==> src/rtl/fts_pkg.sv <==
`default_nettype none

package fts_pkg;

  localparam int DELTA_W   = 24;
  localparam int PERIOD_W  = 16;
  localparam int SCALE_W   = 11;
  localparam int CATCH_W   = 20;
  localparam int LIMIT_W   = 20;
  localparam int ACC_W     = 32;
  localparam int TOTAL_W   = 48;
  localparam int COUNT_W   = 32;
  localparam int RUN_W     = 9;
  localparam int ALPHA_W   = 16;
  localparam int PEND_W    = 10;
  localparam int SCALE_FRAC = 8;

  localparam int CFG_IDX_W  = 3;
  localparam int CFG_DATA_W = 20;

  localparam logic [CFG_IDX_W-1:0] CFG_STEP_PERIOD   = 3'd0;
  localparam logic [CFG_IDX_W-1:0] CFG_TIME_SCALE    = 3'd1;
  localparam logic [CFG_IDX_W-1:0] CFG_PAUSED        = 3'd2;
  localparam logic [CFG_IDX_W-1:0] CFG_CATCH_UP      = 3'd3;
  localparam logic [CFG_IDX_W-1:0] CFG_BACKLOG_LIMIT = 3'd4;

  localparam logic [PERIOD_W-1:0] RST_STEP_PERIOD   = 16'd8333;
  localparam logic [SCALE_W-1:0]  RST_TIME_SCALE    = 11'd256;
  localparam logic [CATCH_W-1:0]  RST_CATCH_UP      = 20'd100000;
  localparam logic [LIMIT_W-1:0]  RST_BACKLOG_LIMIT = 20'd100000;

  typedef enum logic [7:0] {
    S_IDLE  = 8'b0000_0001,
    S_MUL   = 8'b0000_0010,
    S_ADD   = 8'b0000_0100,
    S_DIV   = 8'b0000_1000,
    S_SUB   = 8'b0001_0000,
    S_CHK   = 8'b0010_0000,
    S_ALPHA = 8'b0100_0000,
    S_FIN   = 8'b1000_0000
  } state_t;

  typedef enum logic [2:0] {
    DIV_HOLD,
    DIV_ACC,
    DIV_BUDGET,
    DIV_TRIM,
    DIV_ALPHA
  } div_op_t;

  typedef enum logic {
    MUL_SCALE,
    MUL_STEPS
  } mul_op_t;

endpackage

`default_nettype wire

==> src/rtl/fts_if.sv <==
`default_nettype none

interface fts_in_if;
  import fts_pkg::*;

  logic               valid;
  logic               ready;
  logic [DELTA_W-1:0] frame_delta_us;
  logic               allow_sim;
  logic               step_request;

  modport source (output valid, output frame_delta_us, output allow_sim,
                  output step_request, input ready);
  modport sink (input valid, input frame_delta_us, input allow_sim,
                input step_request, output ready);
endinterface

interface fts_out_if;
  import fts_pkg::*;

  logic               valid;
  logic               ready;
  logic [RUN_W-1:0]   steps_run;
  logic               overloaded;
  logic [ALPHA_W-1:0] alpha_q16;
  logic [PEND_W-1:0]  pending_steps;
  logic [COUNT_W-1:0] overload_frames;
  logic [TOTAL_W-1:0] dropped_time_us;
  logic [TOTAL_W-1:0] clamped_time_us;
  logic [TOTAL_W-1:0] total_steps;
  logic [ACC_W-1:0]   peak_backlog_us;

  modport source (output valid, output steps_run, output overloaded, output alpha_q16,
                  output pending_steps, output overload_frames, output dropped_time_us,
                  output clamped_time_us, output total_steps, output peak_backlog_us,
                  input ready);
  modport sink (input valid, input steps_run, input overloaded, input alpha_q16,
                input pending_steps, input overload_frames, input dropped_time_us,
                input clamped_time_us, input total_steps, input peak_backlog_us,
                output ready);
endinterface

`default_nettype wire

==> src/rtl/fixed_timestep_scheduler.sv <==
// Fixed-timestep scheduler. Each transfer on in_ch carries one frame delta in
// microseconds together with the allow and single-step flags of that frame.
// For every input transfer exactly one result transfer leaves on out_ch with
// the step count, overload flag, interpolation alpha, queued steps and the
// running totals. Registers are written through cfg_we, cfg_index and
// cfg_wdata; the user must write them only while the block is idle, which
// the block itself does not enforce. Indexes past the last register are
// ignored. One frame is worked on at a time. A single-step frame goes
// straight to the result; a held frame runs the divider on the accumulator
// and then for the alpha; a running frame runs the scale multiply, the
// accumulator and budget divisions, the step multiply, the trim division
// when the backlog is over the limit, and the alpha division. The next input
// transfer can follow in the cycle after the result is loaded. The shared
// restoring divider retires one quotient bit per cycle and runs up to four
// times per frame; the shift-add multiplier takes one scale or step bit a cycle.
// The result sits in an output register, so the next frame is accepted while
// it waits; if the receiver still stalls when the next result is ready, the
// block holds that result and takes no new input.
// A synchronous reset loads the register defaults and clears the accumulator,
// the pending single step and all running totals.
`default_nettype none

module fixed_timestep_scheduler #(
  parameter int MAX_STEPS_PER_FRAME = 256,
  parameter int FRAME_CLAMP_US      = 100000
) (
  input  wire logic                            clk,
  input  wire logic                            rst_n,
  input  wire logic                            cfg_we,
  input  wire logic [fts_pkg::CFG_IDX_W-1:0]   cfg_index,
  input  wire logic [fts_pkg::CFG_DATA_W-1:0]  cfg_wdata,
  fts_in_if.sink                               in_ch,
  fts_out_if.source                            out_ch
);
  import fts_pkg::*;

  localparam int STEP_W  = $clog2(MAX_STEPS_PER_FRAME + 1);
  localparam int MB_W    = (STEP_W > SCALE_W) ? STEP_W : SCALE_W;
  localparam int PROD_W  = DELTA_W + MB_W;
  localparam int MCNT_W  = $clog2(MB_W + 1);
  localparam int DIV_W   = ACC_W;
  localparam int DCNT_W  = $clog2(DIV_W + 1);
  localparam int BUD_W   = CATCH_W + 1;
  localparam logic [DELTA_W-1:0] CLAMP     = DELTA_W'(FRAME_CLAMP_US);
  localparam logic [ACC_W-1:0]   MAX_STEPS = ACC_W'(MAX_STEPS_PER_FRAME);

  logic [PERIOD_W-1:0] step_period_r;
  logic [SCALE_W-1:0]  time_scale_r;
  logic                paused_r;
  logic [CATCH_W-1:0]  catch_up_r;
  logic [LIMIT_W-1:0]  limit_r;

  state_t              state_r;
  logic [ACC_W-1:0]    acc_r;
  logic                pending_r;
  logic [TOTAL_W-1:0]  dropped_r;
  logic [TOTAL_W-1:0]  clamped_r;
  logic [TOTAL_W-1:0]  step_total_r;
  logic [ACC_W-1:0]    peak_r;
  logic [COUNT_W-1:0]  overload_cnt_r;

  logic [PERIOD_W-1:0] per_r;
  logic                over_r;
  logic [STEP_W-1:0]   steps_r;
  logic [ACC_W-1:0]    n_r;
  logic [ACC_W-1:0]    pend_r;
  logic [PERIOD_W-1:0] rem_r;
  logic [ALPHA_W-1:0]  alpha_r;

  mul_op_t             mul_op_r;
  logic [PROD_W-1:0]   mul_a0_r;
  logic [PROD_W-1:0]   mul_a1_r;
  logic [MB_W-1:0]     mul_b_r;
  logic [PROD_W-1:0]   prod0_r;
  logic [PROD_W-1:0]   prod1_r;
  logic [MCNT_W-1:0]   mul_cnt_r;

  div_op_t             div_op_r;
  logic [DIV_W-1:0]    div_dvd_r;
  logic [DIV_W-1:0]    div_q_r;
  logic [PERIOD_W-1:0] div_rem_r;
  logic [DCNT_W-1:0]   div_cnt_r;

  logic                out_valid_r;
  logic [RUN_W-1:0]    out_steps_r;
  logic                out_over_r;
  logic [ALPHA_W-1:0]  out_alpha_r;
  logic [PEND_W-1:0]   out_pend_r;
  logic [COUNT_W-1:0]  out_ovf_r;
  logic [TOTAL_W-1:0]  out_drop_r;
  logic [TOTAL_W-1:0]  out_clamp_r;
  logic [TOTAL_W-1:0]  out_total_r;
  logic [ACC_W-1:0]    out_peak_r;

  logic [PERIOD_W-1:0] per_now;
  logic                held;
  logic                clamp_hit;
  logic [PERIOD_W:0]   div_shift;
  logic                div_ge;
  logic [PERIOD_W:0]   div_diff;
  logic [ACC_W:0]      acc_sum;
  logic [ACC_W-1:0]    acc_sat;
  logic [BUD_W-1:0]    bud_num;
  logic [ACC_W-1:0]    bud_cl;
  logic [ACC_W-1:0]    steps_sel;
  logic [LIMIT_W-1:0]  allowed_whole;
  logic [LIMIT_W-1:0]  allowed;
  logic [TOTAL_W-1:0]  step_total_nxt;
  logic [ACC_W-1:0]    steps_wide;
  logic                fin_load;

  assign per_now   = (step_period_r == '0) ? PERIOD_W'(1) : step_period_r;
  assign held      = !in_ch.allow_sim || paused_r || (time_scale_r == '0);
  assign clamp_hit = in_ch.frame_delta_us > CLAMP;

  assign div_shift = {div_rem_r, div_dvd_r[DIV_W-1]};
  assign div_ge    = div_shift >= {1'b0, per_r};
  assign div_diff  = div_shift - {1'b0, per_r};

  assign acc_sum = {1'b0, acc_r} + (ACC_W+1)'(prod1_r[PROD_W-1:SCALE_FRAC]);
  assign acc_sat = acc_sum[ACC_W] ? '1 : acc_sum[ACC_W-1:0];

  assign bud_num   = BUD_W'(catch_up_r) + BUD_W'(per_r) - BUD_W'(1);
  assign bud_cl    = (div_q_r == '0) ? ACC_W'(1) :
                     (div_q_r > MAX_STEPS) ? MAX_STEPS : div_q_r;
  assign steps_sel = (n_r < bud_cl) ? n_r : bud_cl;

  assign allowed_whole = (limit_r > LIMIT_W'(rem_r)) ? limit_r - LIMIT_W'(rem_r) : '0;
  assign allowed       = allowed_whole - LIMIT_W'(div_rem_r);

  assign step_total_nxt = step_total_r + TOTAL_W'(steps_r);
  assign steps_wide     = ACC_W'(steps_r);
  assign fin_load       = (state_r == S_FIN) && (!out_valid_r || out_ch.ready);

  assign in_ch.ready = (state_r == S_IDLE);

  always_ff @(posedge clk) begin
    if (!rst_n) begin
      step_period_r  <= RST_STEP_PERIOD;
      time_scale_r   <= RST_TIME_SCALE;
      paused_r       <= 1'b0;
      catch_up_r     <= RST_CATCH_UP;
      limit_r        <= RST_BACKLOG_LIMIT;
      state_r        <= S_IDLE;
      acc_r          <= '0;
      pending_r      <= 1'b0;
      dropped_r      <= '0;
      clamped_r      <= '0;
      step_total_r   <= '0;
      peak_r         <= '0;
      overload_cnt_r <= '0;
      out_valid_r    <= 1'b0;
    end else begin
      if (cfg_we) begin
        unique case (cfg_index)
          CFG_STEP_PERIOD:   step_period_r <= cfg_wdata[PERIOD_W-1:0];
          CFG_TIME_SCALE:    time_scale_r  <= cfg_wdata[SCALE_W-1:0];
          CFG_PAUSED:        paused_r      <= cfg_wdata[0];
          CFG_CATCH_UP:      catch_up_r    <= cfg_wdata[CATCH_W-1:0];
          CFG_BACKLOG_LIMIT: limit_r       <= cfg_wdata[LIMIT_W-1:0];
          default: ;
        endcase
      end

      if (fin_load) begin
        out_valid_r <= 1'b1;
      end else if (out_ch.ready) begin
        out_valid_r <= 1'b0;
      end

      unique case (state_r)
        S_IDLE: begin
          if (in_ch.valid) begin
            per_r <= per_now;
            if (in_ch.allow_sim && (pending_r || in_ch.step_request)) begin
              pending_r <= 1'b0;
              acc_r     <= '0;
              steps_r   <= STEP_W'(1);
              over_r    <= 1'b0;
              alpha_r   <= '0;
              pend_r    <= '0;
              state_r   <= S_FIN;
            end else begin
              pending_r <= pending_r | in_ch.step_request;
              steps_r   <= '0;
              pend_r    <= '0;
              if (held) begin
                over_r    <= 1'b0;
                div_op_r  <= DIV_HOLD;
                div_dvd_r <= acc_r;
                div_q_r   <= '0;
                div_rem_r <= '0;
                div_cnt_r <= DCNT_W'(DIV_W);
                state_r   <= S_DIV;
              end else begin
                over_r    <= clamp_hit;
                mul_op_r  <= MUL_SCALE;
                mul_a0_r  <= clamp_hit ? PROD_W'(in_ch.frame_delta_us - CLAMP) : '0;
                mul_a1_r  <= clamp_hit ? PROD_W'(CLAMP) : PROD_W'(in_ch.frame_delta_us);
                mul_b_r   <= MB_W'(time_scale_r);
                prod0_r   <= '0;
                prod1_r   <= '0;
                mul_cnt_r <= MCNT_W'(MB_W);
                state_r   <= S_MUL;
              end
            end
          end
        end

        S_MUL: begin
          if (mul_cnt_r != '0) begin
            if (mul_b_r[0]) begin
              prod0_r <= prod0_r + mul_a0_r;
              prod1_r <= prod1_r + mul_a1_r;
            end
            mul_a0_r  <= mul_a0_r << 1;
            mul_a1_r  <= mul_a1_r << 1;
            mul_b_r   <= mul_b_r >> 1;
            mul_cnt_r <= mul_cnt_r - MCNT_W'(1);
          end else begin
            unique case (mul_op_r)
              MUL_SCALE: state_r <= S_ADD;
              MUL_STEPS: state_r <= S_SUB;
            endcase
          end
        end

        S_ADD: begin
          if (over_r) begin
            clamped_r <= clamped_r + TOTAL_W'(prod0_r[PROD_W-1:SCALE_FRAC]);
          end
          acc_r <= acc_sat;
          if (acc_sat > peak_r) begin
            peak_r <= acc_sat;
          end
          div_op_r  <= DIV_ACC;
          div_dvd_r <= acc_sat;
          div_q_r   <= '0;
          div_rem_r <= '0;
          div_cnt_r <= DCNT_W'(DIV_W);
          state_r   <= S_DIV;
        end

        S_DIV: begin
          if (div_cnt_r != '0) begin
            div_rem_r <= div_ge ? div_diff[PERIOD_W-1:0] : div_shift[PERIOD_W-1:0];
            div_q_r   <= {div_q_r[DIV_W-2:0], div_ge};
            div_dvd_r <= div_dvd_r << 1;
            div_cnt_r <= div_cnt_r - DCNT_W'(1);
          end else begin
            unique case (div_op_r)
              DIV_HOLD: begin
                rem_r     <= div_rem_r;
                dropped_r <= dropped_r + TOTAL_W'(acc_r - ACC_W'(div_rem_r));
                acc_r     <= ACC_W'(div_rem_r);
                state_r   <= S_ALPHA;
              end
              DIV_ACC: begin
                n_r       <= div_q_r;
                rem_r     <= div_rem_r;
                div_op_r  <= DIV_BUDGET;
                div_dvd_r <= DIV_W'(bud_num) << (DIV_W - BUD_W);
                div_q_r   <= '0;
                div_rem_r <= '0;
                div_cnt_r <= DCNT_W'(BUD_W);
              end
              DIV_BUDGET: begin
                steps_r   <= STEP_W'(steps_sel);
                mul_op_r  <= MUL_STEPS;
                mul_a0_r  <= PROD_W'(per_r);
                mul_b_r   <= MB_W'(steps_sel);
                prod0_r   <= '0;
                mul_cnt_r <= MCNT_W'(MB_W);
                state_r   <= S_MUL;
              end
              DIV_TRIM: begin
                dropped_r <= dropped_r +
                             TOTAL_W'(acc_r - ACC_W'(rem_r) - ACC_W'(allowed));
                acc_r     <= ACC_W'(allowed) + ACC_W'(rem_r);
                pend_r    <= div_q_r;
                state_r   <= S_ALPHA;
              end
              DIV_ALPHA: begin
                alpha_r <= div_q_r[ALPHA_W-1:0];
                state_r <= S_FIN;
              end
              default: state_r <= S_FIN;
            endcase
          end
        end

        S_SUB: begin
          acc_r  <= acc_r - prod0_r[ACC_W-1:0];
          pend_r <= n_r - steps_wide;
          if (n_r > steps_wide) begin
            over_r <= 1'b1;
          end
          state_r <= S_CHK;
        end

        S_CHK: begin
          if (over_r) begin
            overload_cnt_r <= overload_cnt_r + COUNT_W'(1);
          end
          if ((n_r > steps_wide) && (acc_r > ACC_W'(limit_r))) begin
            div_op_r  <= DIV_TRIM;
            div_dvd_r <= DIV_W'(allowed_whole) << (DIV_W - LIMIT_W);
            div_q_r   <= '0;
            div_rem_r <= '0;
            div_cnt_r <= DCNT_W'(LIMIT_W);
            state_r   <= S_DIV;
          end else begin
            state_r <= S_ALPHA;
          end
        end

        S_ALPHA: begin
          div_op_r  <= DIV_ALPHA;
          div_dvd_r <= DIV_W'({rem_r, ALPHA_W'(0)});
          div_q_r   <= '0;
          div_rem_r <= '0;
          div_cnt_r <= DCNT_W'(DIV_W);
          state_r   <= S_DIV;
        end

        S_FIN: begin
          if (fin_load) begin
            step_total_r <= step_total_nxt;
            out_steps_r  <= steps_wide[RUN_W-1:0];
            out_over_r   <= over_r;
            out_alpha_r  <= alpha_r;
            out_pend_r   <= (pend_r > ACC_W'({PEND_W{1'b1}})) ? '1 : pend_r[PEND_W-1:0];
            out_ovf_r    <= overload_cnt_r;
            out_drop_r   <= dropped_r;
            out_clamp_r  <= clamped_r;
            out_total_r  <= step_total_nxt;
            out_peak_r   <= peak_r;
            state_r      <= S_IDLE;
          end
        end

        default: state_r <= S_IDLE;
      endcase
    end
  end

  assign out_ch.valid           = out_valid_r;
  assign out_ch.steps_run       = out_steps_r;
  assign out_ch.overloaded      = out_over_r;
  assign out_ch.alpha_q16       = out_alpha_r;
  assign out_ch.pending_steps   = out_pend_r;
  assign out_ch.overload_frames = out_ovf_r;
  assign out_ch.dropped_time_us = out_drop_r;
  assign out_ch.clamped_time_us = out_clamp_r;
  assign out_ch.total_steps     = out_total_r;
  assign out_ch.peak_backlog_us = out_peak_r;

  // The fraction handed to the alpha division must already be below one step.
  a_rem_below_period: assert property (@(posedge clk) disable iff (!rst_n)
    (state_r == S_ALPHA) |-> (rem_r < per_r))
    else $error("fraction not below step period");

  // After the steps are taken, a whole step is left exactly when the budget cut in.
  a_queued_matches: assert property (@(posedge clk) disable iff (!rst_n)
    (state_r == S_CHK) |-> ((acc_r >= ACC_W'(per_r)) == (n_r > steps_wide)))
    else $error("queued step check disagrees with quotient");

  a_accept_leaves_idle: assert property (@(posedge clk) disable iff (!rst_n)
    (in_ch.valid && in_ch.ready) |=> (state_r != S_IDLE))
    else $error("input transfer did not start work");

  a_total_tracks_steps: assert property (@(posedge clk) disable iff (!rst_n)
    fin_load |=> (step_total_r == $past(step_total_r + TOTAL_W'(steps_r))))
    else $error("step total not advanced by steps run");

endmodule

`default_nettype wire
==> src/flat_wrapper.sv <==
// flat-port wrapper written by rule: the top's interface ports become plain ports
module fixed_timestep_scheduler_flat import fts_pkg::*;
#(
  parameter int MAX_STEPS_PER_FRAME = 256,
  parameter int FRAME_CLAMP_US      = 100000
)
  (clk, rst_n, cfg_we, cfg_index, cfg_wdata, in_ch_valid, in_ch_frame_delta_us, in_ch_allow_sim, in_ch_step_request, in_ch_ready, out_ch_valid, out_ch_steps_run, out_ch_overloaded, out_ch_alpha_q16, out_ch_pending_steps, out_ch_overload_frames, out_ch_dropped_time_us, out_ch_clamped_time_us, out_ch_total_steps, out_ch_peak_backlog_us, out_ch_ready);
  fts_in_if in_ch_i ();
  fts_out_if out_ch_i ();
  input  wire logic clk;
  input  wire logic rst_n;
  input  wire logic cfg_we;
  input  wire logic [fts_pkg::CFG_IDX_W-1:0] cfg_index;
  input  wire logic [fts_pkg::CFG_DATA_W-1:0] cfg_wdata;
  input wire logic [$bits(in_ch_i.valid)-1:0] in_ch_valid;
  input wire logic [$bits(in_ch_i.frame_delta_us)-1:0] in_ch_frame_delta_us;
  input wire logic [$bits(in_ch_i.allow_sim)-1:0] in_ch_allow_sim;
  input wire logic [$bits(in_ch_i.step_request)-1:0] in_ch_step_request;
  output wire logic [$bits(in_ch_i.ready)-1:0] in_ch_ready;
  output wire logic [$bits(out_ch_i.valid)-1:0] out_ch_valid;
  output wire logic [$bits(out_ch_i.steps_run)-1:0] out_ch_steps_run;
  output wire logic [$bits(out_ch_i.overloaded)-1:0] out_ch_overloaded;
  output wire logic [$bits(out_ch_i.alpha_q16)-1:0] out_ch_alpha_q16;
  output wire logic [$bits(out_ch_i.pending_steps)-1:0] out_ch_pending_steps;
  output wire logic [$bits(out_ch_i.overload_frames)-1:0] out_ch_overload_frames;
  output wire logic [$bits(out_ch_i.dropped_time_us)-1:0] out_ch_dropped_time_us;
  output wire logic [$bits(out_ch_i.clamped_time_us)-1:0] out_ch_clamped_time_us;
  output wire logic [$bits(out_ch_i.total_steps)-1:0] out_ch_total_steps;
  output wire logic [$bits(out_ch_i.peak_backlog_us)-1:0] out_ch_peak_backlog_us;
  input wire logic [$bits(out_ch_i.ready)-1:0] out_ch_ready;
  assign in_ch_i.valid = in_ch_valid;
  assign in_ch_i.frame_delta_us = in_ch_frame_delta_us;
  assign in_ch_i.allow_sim = in_ch_allow_sim;
  assign in_ch_i.step_request = in_ch_step_request;
  assign in_ch_ready = in_ch_i.ready;
  assign out_ch_valid = out_ch_i.valid;
  assign out_ch_steps_run = out_ch_i.steps_run;
  assign out_ch_overloaded = out_ch_i.overloaded;
  assign out_ch_alpha_q16 = out_ch_i.alpha_q16;
  assign out_ch_pending_steps = out_ch_i.pending_steps;
  assign out_ch_overload_frames = out_ch_i.overload_frames;
  assign out_ch_dropped_time_us = out_ch_i.dropped_time_us;
  assign out_ch_clamped_time_us = out_ch_i.clamped_time_us;
  assign out_ch_total_steps = out_ch_i.total_steps;
  assign out_ch_peak_backlog_us = out_ch_i.peak_backlog_us;
  assign out_ch_i.ready = out_ch_ready;
  fixed_timestep_scheduler #(.MAX_STEPS_PER_FRAME(MAX_STEPS_PER_FRAME), .FRAME_CLAMP_US(FRAME_CLAMP_US)) u_core (.clk(clk), .rst_n(rst_n), .cfg_we(cfg_we), .cfg_index(cfg_index), .cfg_wdata(cfg_wdata), .in_ch(in_ch_i), .out_ch(out_ch_i));
endmodule
==> config.mk <==
export PLATFORM = sky130hd
export DESIGN_NAME = fixed_timestep_scheduler_flat
export DESIGN_NICKNAME = d
export VERILOG_FILES = /design/src/rtl/fts_pkg.sv /design/src/rtl/fts_if.sv /design/src/rtl/fixed_timestep_scheduler.sv /design/src/flat_wrapper.sv
export SDC_FILE = /design/constraint.sdc
export NUM_CORES = 2
export LEC_CHECK = 0
export ABC_AREA = 1
export BUFFER_PORTS_ARGS = -buffer_cell sky130_fd_sc_hd__buf_2
export CORE_MARGIN = 2
export CORE_UTILIZATION = 50
export DETAILED_ROUTE_END_ITERATION = 10
export HOLD_SLACK_MARGIN = 0.1
export PLACE_DENSITY = 0.68
export SETUP_SLACK_MARGIN = 0.3
export SLEW_MARGIN = 15
export SYNTH_ARGS = -nofsm -noshare
export SYNTH_HDL_FRONTEND = slang
export SYNTH_SLANG_ARGS = --single-unit
export TNS_END_PERCENT = 30
==> constraint.sdc <==
create_clock -name clk -period 38.9 [get_ports clk]
set_clock_uncertainty 0.2 [all_clocks]
set_input_delay 7.78 -clock clk [delete_from_list [all_inputs] [get_ports clk]]
set_output_delay 7.78 -clock clk [all_outputs]
set_load 0.02 [all_outputs]
# --- Word level (Yosys, flattened, before mapping) ---
# Index checks and enable logic that the tools add are counted.
word_totals:
  in_bits: 54
  out_inout_bits: 246
  wordCells: 293
  regBits: 929
op_classes:
  bitwise_logic: 3
  eq_ne: 35
  reduce_logical: 58
  add_sub_neg: 22
  order_cmp: 9
  n_mux: 124
ops:
  columns: ["operator", "n"]
  rows:
  - ["$mux 35", 20]
  - ["$mux 32", 21]
  - ["$pmux 32 s4", 2]
  - ["$pmux 35 s3", 2]
  - ["$mux 16", 11]
  - ["$pmux 32 s5", 1]
  - ["$pmux 35 s2", 2]
  - ["$add 48x48->48", 2]
  - ["$pmux 32 s3", 1]
  - ["$pmux 48 s2", 1]
  - ["$mux 11", 7]
  - ["$add 35x35->35", 2]
  - ["$sub 32x16->33", 2]
  - ["$pmux 16 s4", 1]
  - ["$pmux 32 s2", 1]
  - ["$pmux 8 s7", 1]
  - ["$add 48x27->48", 1]
  - ["$add 48x9->48", 1]
  - ["$sub 48x20->48", 1]
  - ["$add 20x16->21", 2]
  - ["$mux 8", 5]
  - ["$sub 20x16->20", 2]
  - ["$mux 6", 6]
  - ["$add 32x27->33", 1]
  - ["other kinds (71)", 155]

# --- Depth between registers and ports, before layout ---
depth:
  ltp_word: 8
  depth_mapped: 47
  ltp_nobuf: 47

# --- Worst setup path after synthesis ---
# Ideal clock, no wire load.
synth_path:
  kind: "input to register"
  startpoint: "input port out_ch_ready"
  endpoint: "register u_core.out_alpha_r[0], in the netlist u_core.out_ch.alpha_q16[0] (enable)"
  slack_ns: 19.245
  cell_stages: 5
  path_buffers: 1
  setup_time_ns: 0.854
  arrival_ns: 18.601
  path_cell_list: "nor2_1 nor2_1 inv_2 clkbuf_1 nor2_1"
synth_via:
  elab_chain_len: 3
synth_rtl:
  columns: ["element", "line", "text"]
  rows:
  - ["start, declared", "flat_wrapper.sv:30", "input wire logic [$bits(out_ch_i.ready)-1:0] out_ch_ready;"]
  - ["$logic_or 1x1->1", "fixed_timestep_scheduler.sv:133", "assign fin_load = (state_r == S_FIN) && (!out_valid_r || out_ch.ready);"]
  - ["$logic_and 1x1->1", "fixed_timestep_scheduler.sv:133", null]
  - ["$reduce_and 3->1 (no line)", null, null]
  - ["end signal, assigned", "fixed_timestep_scheduler.sv:331", "out_alpha_r <= alpha_r;"]
  - ["end, declared", "fixed_timestep_scheduler.sv:87", "logic [ALPHA_W-1:0] out_alpha_r;"]
# Every way passes these cells.
# A chain may end at the register's enable or synchronous reset.

# --- Final worst setup path ---
layout_path:
  startpoint: "input port out_ch_ready"
  endpoint: "register u_core.out_peak_r[17], in the netlist u_core.out_ch.peak_backlog_us[17] (enable)"
layout_via:
  elab_chain_len: 3
layout_rtl:
  columns: ["element", "line", "text"]
  rows:
  - ["$logic_or 1x1->1", "fixed_timestep_scheduler.sv:133", null]
  - ["$logic_and 1x1->1", "fixed_timestep_scheduler.sv:133", null]
  - ["$reduce_and 3->1 (no line)", null, null]
  - ["end signal, assigned", "fixed_timestep_scheduler.sv:337", "out_peak_r <= peak_r;"]
  - ["end, declared", "fixed_timestep_scheduler.sv:93", "logic [ACC_W-1:0] out_peak_r;"]
# Every way passes these cells.

==> metrics.cfg <==
[outcome]
status = finished clean

[clock_tree]
cts.sinks = 929
clock_tree.root_cell = clkbuf_16
numCtsBuffers = 101
clk_latency_ns = 0.76
cts_resized = 0
clock_path_buffers = 3
cts_tree = built
path_clk_slew_ns = 0.06
holdBufCountCts = 0
htreeDepth = 3
postCtsSetupBuffers = 0

[timing]
setup_violations = 0
drv_slew = 0
finalHoldViolCount = 0
worst_slew_pin_slew_ns = 1.17
fin_crit_ns = 11.53
period_share = 0.297
grt_setup_unrepaired = false
fin_setup_tns_ns = 0
maxSlewHeadroom = 0.218
timing.fmax_mhz = 86.7

[floorplanning]
num_rows = 131
core-area_sq_um = 127000
dieArea_sq_um = 131000
pin_count = 300
chipHeight_um = 361
die_w_um = 361
start_util = 0.502

[route]
wl_per_cell_um = 21.2
firstDrtPassIters = 6
ant_nets = 0
drc = 0
routed_wl_mm = 219
vias_per_cell = 5.73
vias = 59200
drt_iter0_drc = 6336

[layout]
drive_gt1_frac = 0.0815
synthToLayoutAreaGrowth_pct = 11.1
stdcell_area_sq_um = 70900
finalNetCount = 9166
stdcell_count = 10300

[synthesis]
synthFlopType = edfxtp_1
synth_seq_area_share = 0.387
syn_inst = 8258
ys_seq_elements = 929
ys_top_cells_by_area = edfxtp_1, ha_1, dfxtp_1
ys_warn_count = 0
synth_edf_count = 611
synth_top_cell_area_share = 0.287
syn_area_per_cell_sq_um = 7.73
synth_cell_types = 86
syn-cell-area_sq_um = 63800
yosysTopAreaCell = edfxtp_1
async_reset_ff_frac = 0

[setup_path]
critPathRequiredTime_ns = 39.06
critPathArrivalTime_ns = 11.69
end_kind = flop
start_kind = input pin
cp_max_fo = 81
path_class = in2reg

[power_and_ir_drop]
p_per_area_nw_per_um2 = 54.3
ir_drop_v = 0.0000456
p_leak_uw = 0.0333

[global_routing]
grt_pass1_vias = 54700
grt_max_degree = 96
grt_first_pass_wirelength_mm = 324
grt_usage = 0.325
overflow = 0
antenna_found_initial = 20

[placed_design]
placed_area_sq_um = 67300
place.gp.congestion = 1.08
hpwl_mm = 172
port_buffers = 299
post-place-cells = 10100

[run]
maxCapViolCount = 0

[hold_path]
hold_path.class = reg2reg

-- cell usage in the layout (no fill, tap or decap), drive strengths merged, types with 7 or more instances in the layout --
master	synthesis	layout
a211oi	9	9
a21boi	22	22
a21o	37	37
a21oi	830	830
a221oi	10	10
a31oi	74	74
buf	55	362
clkbuf	124	150
clkinv	3	29
conb	1	23
dfxtp	318	318
diode	0	11
edfxtp	611	611
fa	33	33
ha	513	513
inv	1348	1356
nand2	1481	1481
nand3	416	416
nand3b	12	12
nand4	106	106
nor2	878	878
nor3	136	136
nor3b	8	8
nor4	57	57
o2111ai	15	15
o211ai	79	79
o21a	40	40
o21ai	605	605
o21bai	37	37
o221ai	28	28
o22ai	24	24
o31ai	7	7
or2	33	33
xnor2	76	76
xor2	180	180
-- per-layer routing --
metal  wire length, um  part of all wire  GRT usage  vias to the layer above
met5               115           0.00053          0                        -
met4             13100             0.060      0.177                       18
met3             20200             0.092     0.0588                      547
met2             96600              0.44      0.510                     2586
met1             88800              0.41      0.425                    27600
li1                  -                 -          -                    28500
-- sequential cells by signal (all words and copies together), names as in the netlist, 35 cells and up --
signal,flops
u_core.clamped_r,48
u_core.dropped_r,48
u_core.out_ch.clamped_time_us,48
u_core.out_ch.dropped_time_us,48
u_core.out_ch.total_steps,48
u_core.step_total_r,48
u_core.mul_a0_r,35
u_core.mul_a1_r,35
u_core.prod0_r,35
u_core.prod1_r,35
-- power breakdown --
part | internal [uW] | switching, uW
sequential | 1200 | 96.4
combinational | 455 | 1100
clock | 573 | 432
-- cell families after synthesis --
group | synth area share
buffers and inverters | 0.0911
flip-flops | 0.387
adder cells (fa/ha/maj) | 0.111
AO/OA/AOI/OAI | 0.163
AND/OR/NAND/NOR | 0.212
XOR/XNOR | 0.0355
other | 0.0000587
-- synthesized netlist by cell type (all sizes together) (22+ instances only) --
| master | instances |
|---|---|
| ha | 513 |
| o21a | 40 |
| nor2 | 878 |
| o211ai | 79 |
| nand2 | 1481 |
| o221ai | 28 |
| edfxtp | 611 |
| nor3 | 136 |
| nor4 | 57 |
| clkbuf | 124 |
| inv | 1348 |
| o22ai | 24 |
| xor2 | 180 |
| or2 | 33 |
| fa | 33 |
| a21oi | 830 |
| o21bai | 37 |
| a31oi | 74 |
| a21boi | 22 |
| nand3 | 416 |
| buf | 55 |
| o21ai | 605 |
| nand4 | 106 |
| dfxtp | 318 |
| a21o | 37 |
| xnor2 | 76 |
-- path summary, 6_finish.rpt --
kind | cells after the start | endpoint | start | slack [ns]
min | 0 | u_core.out_ch.alpha_q16[9]$_DFFE_PP_ | u_core.alpha_r[9]$_SDFFCE_PN0P_ | 0.22
min reg2reg | 0 | u_core.out_ch.alpha_q16[9]$_DFFE_PP_ | u_core.alpha_r[9]$_SDFFCE_PN0P_ | 0.22
max | 10 | u_core.out_ch.peak_backlog_us[17]$_DFFE_PP_ | out_ch_ready | 27.37
max reg2reg | 38 | u_core.dropped_r[45]$_SDFFE_PN0P_ | u_core.rem_r[0]$_DFFE_PP_ | 30.99
-- per-stage QoR --
stage | util | setup WS (ns) | total power, uW | hold slack, ns
3_3_place_gp | 0.529 | 26.70 | 2800 | 0.204
4_1_cts | 0.557 | 27.33 | 3830 | 0.216
6_report | 0.557 | 27.37 | 3850 | 0.218
3_5_place_dp | 0.529 | 26.56 | 2810 | 0.205
2_1_floorplan | - | 19.25 | 2340 | 0.200
5_1_grt | 0.557 | 27.07 | 4060 | 0.228
-- critical path, stage by stage --
cell	delay [ns]
buf_2	0.14
nor2_1	0.08
nor2_2	0.22
buf_4	0.29
inv_2	0.08
nor2_4	0.07
buf_4	0.77
buf_4	0.74
buf_4	0.60
buf_4	0.72
-- area by class of cell --
class	count	area (sq um)
clock inverters	42	444
diodes	11	27.5
inverters	1351	5080
clock buffers	150	3070
well taps	1662	2080
repair buffers	362	1980
multi-input cells	5821	33500
fillers	11900	56300
flip-flops and latches	929	24700
(Power assumes the default switching activity.)
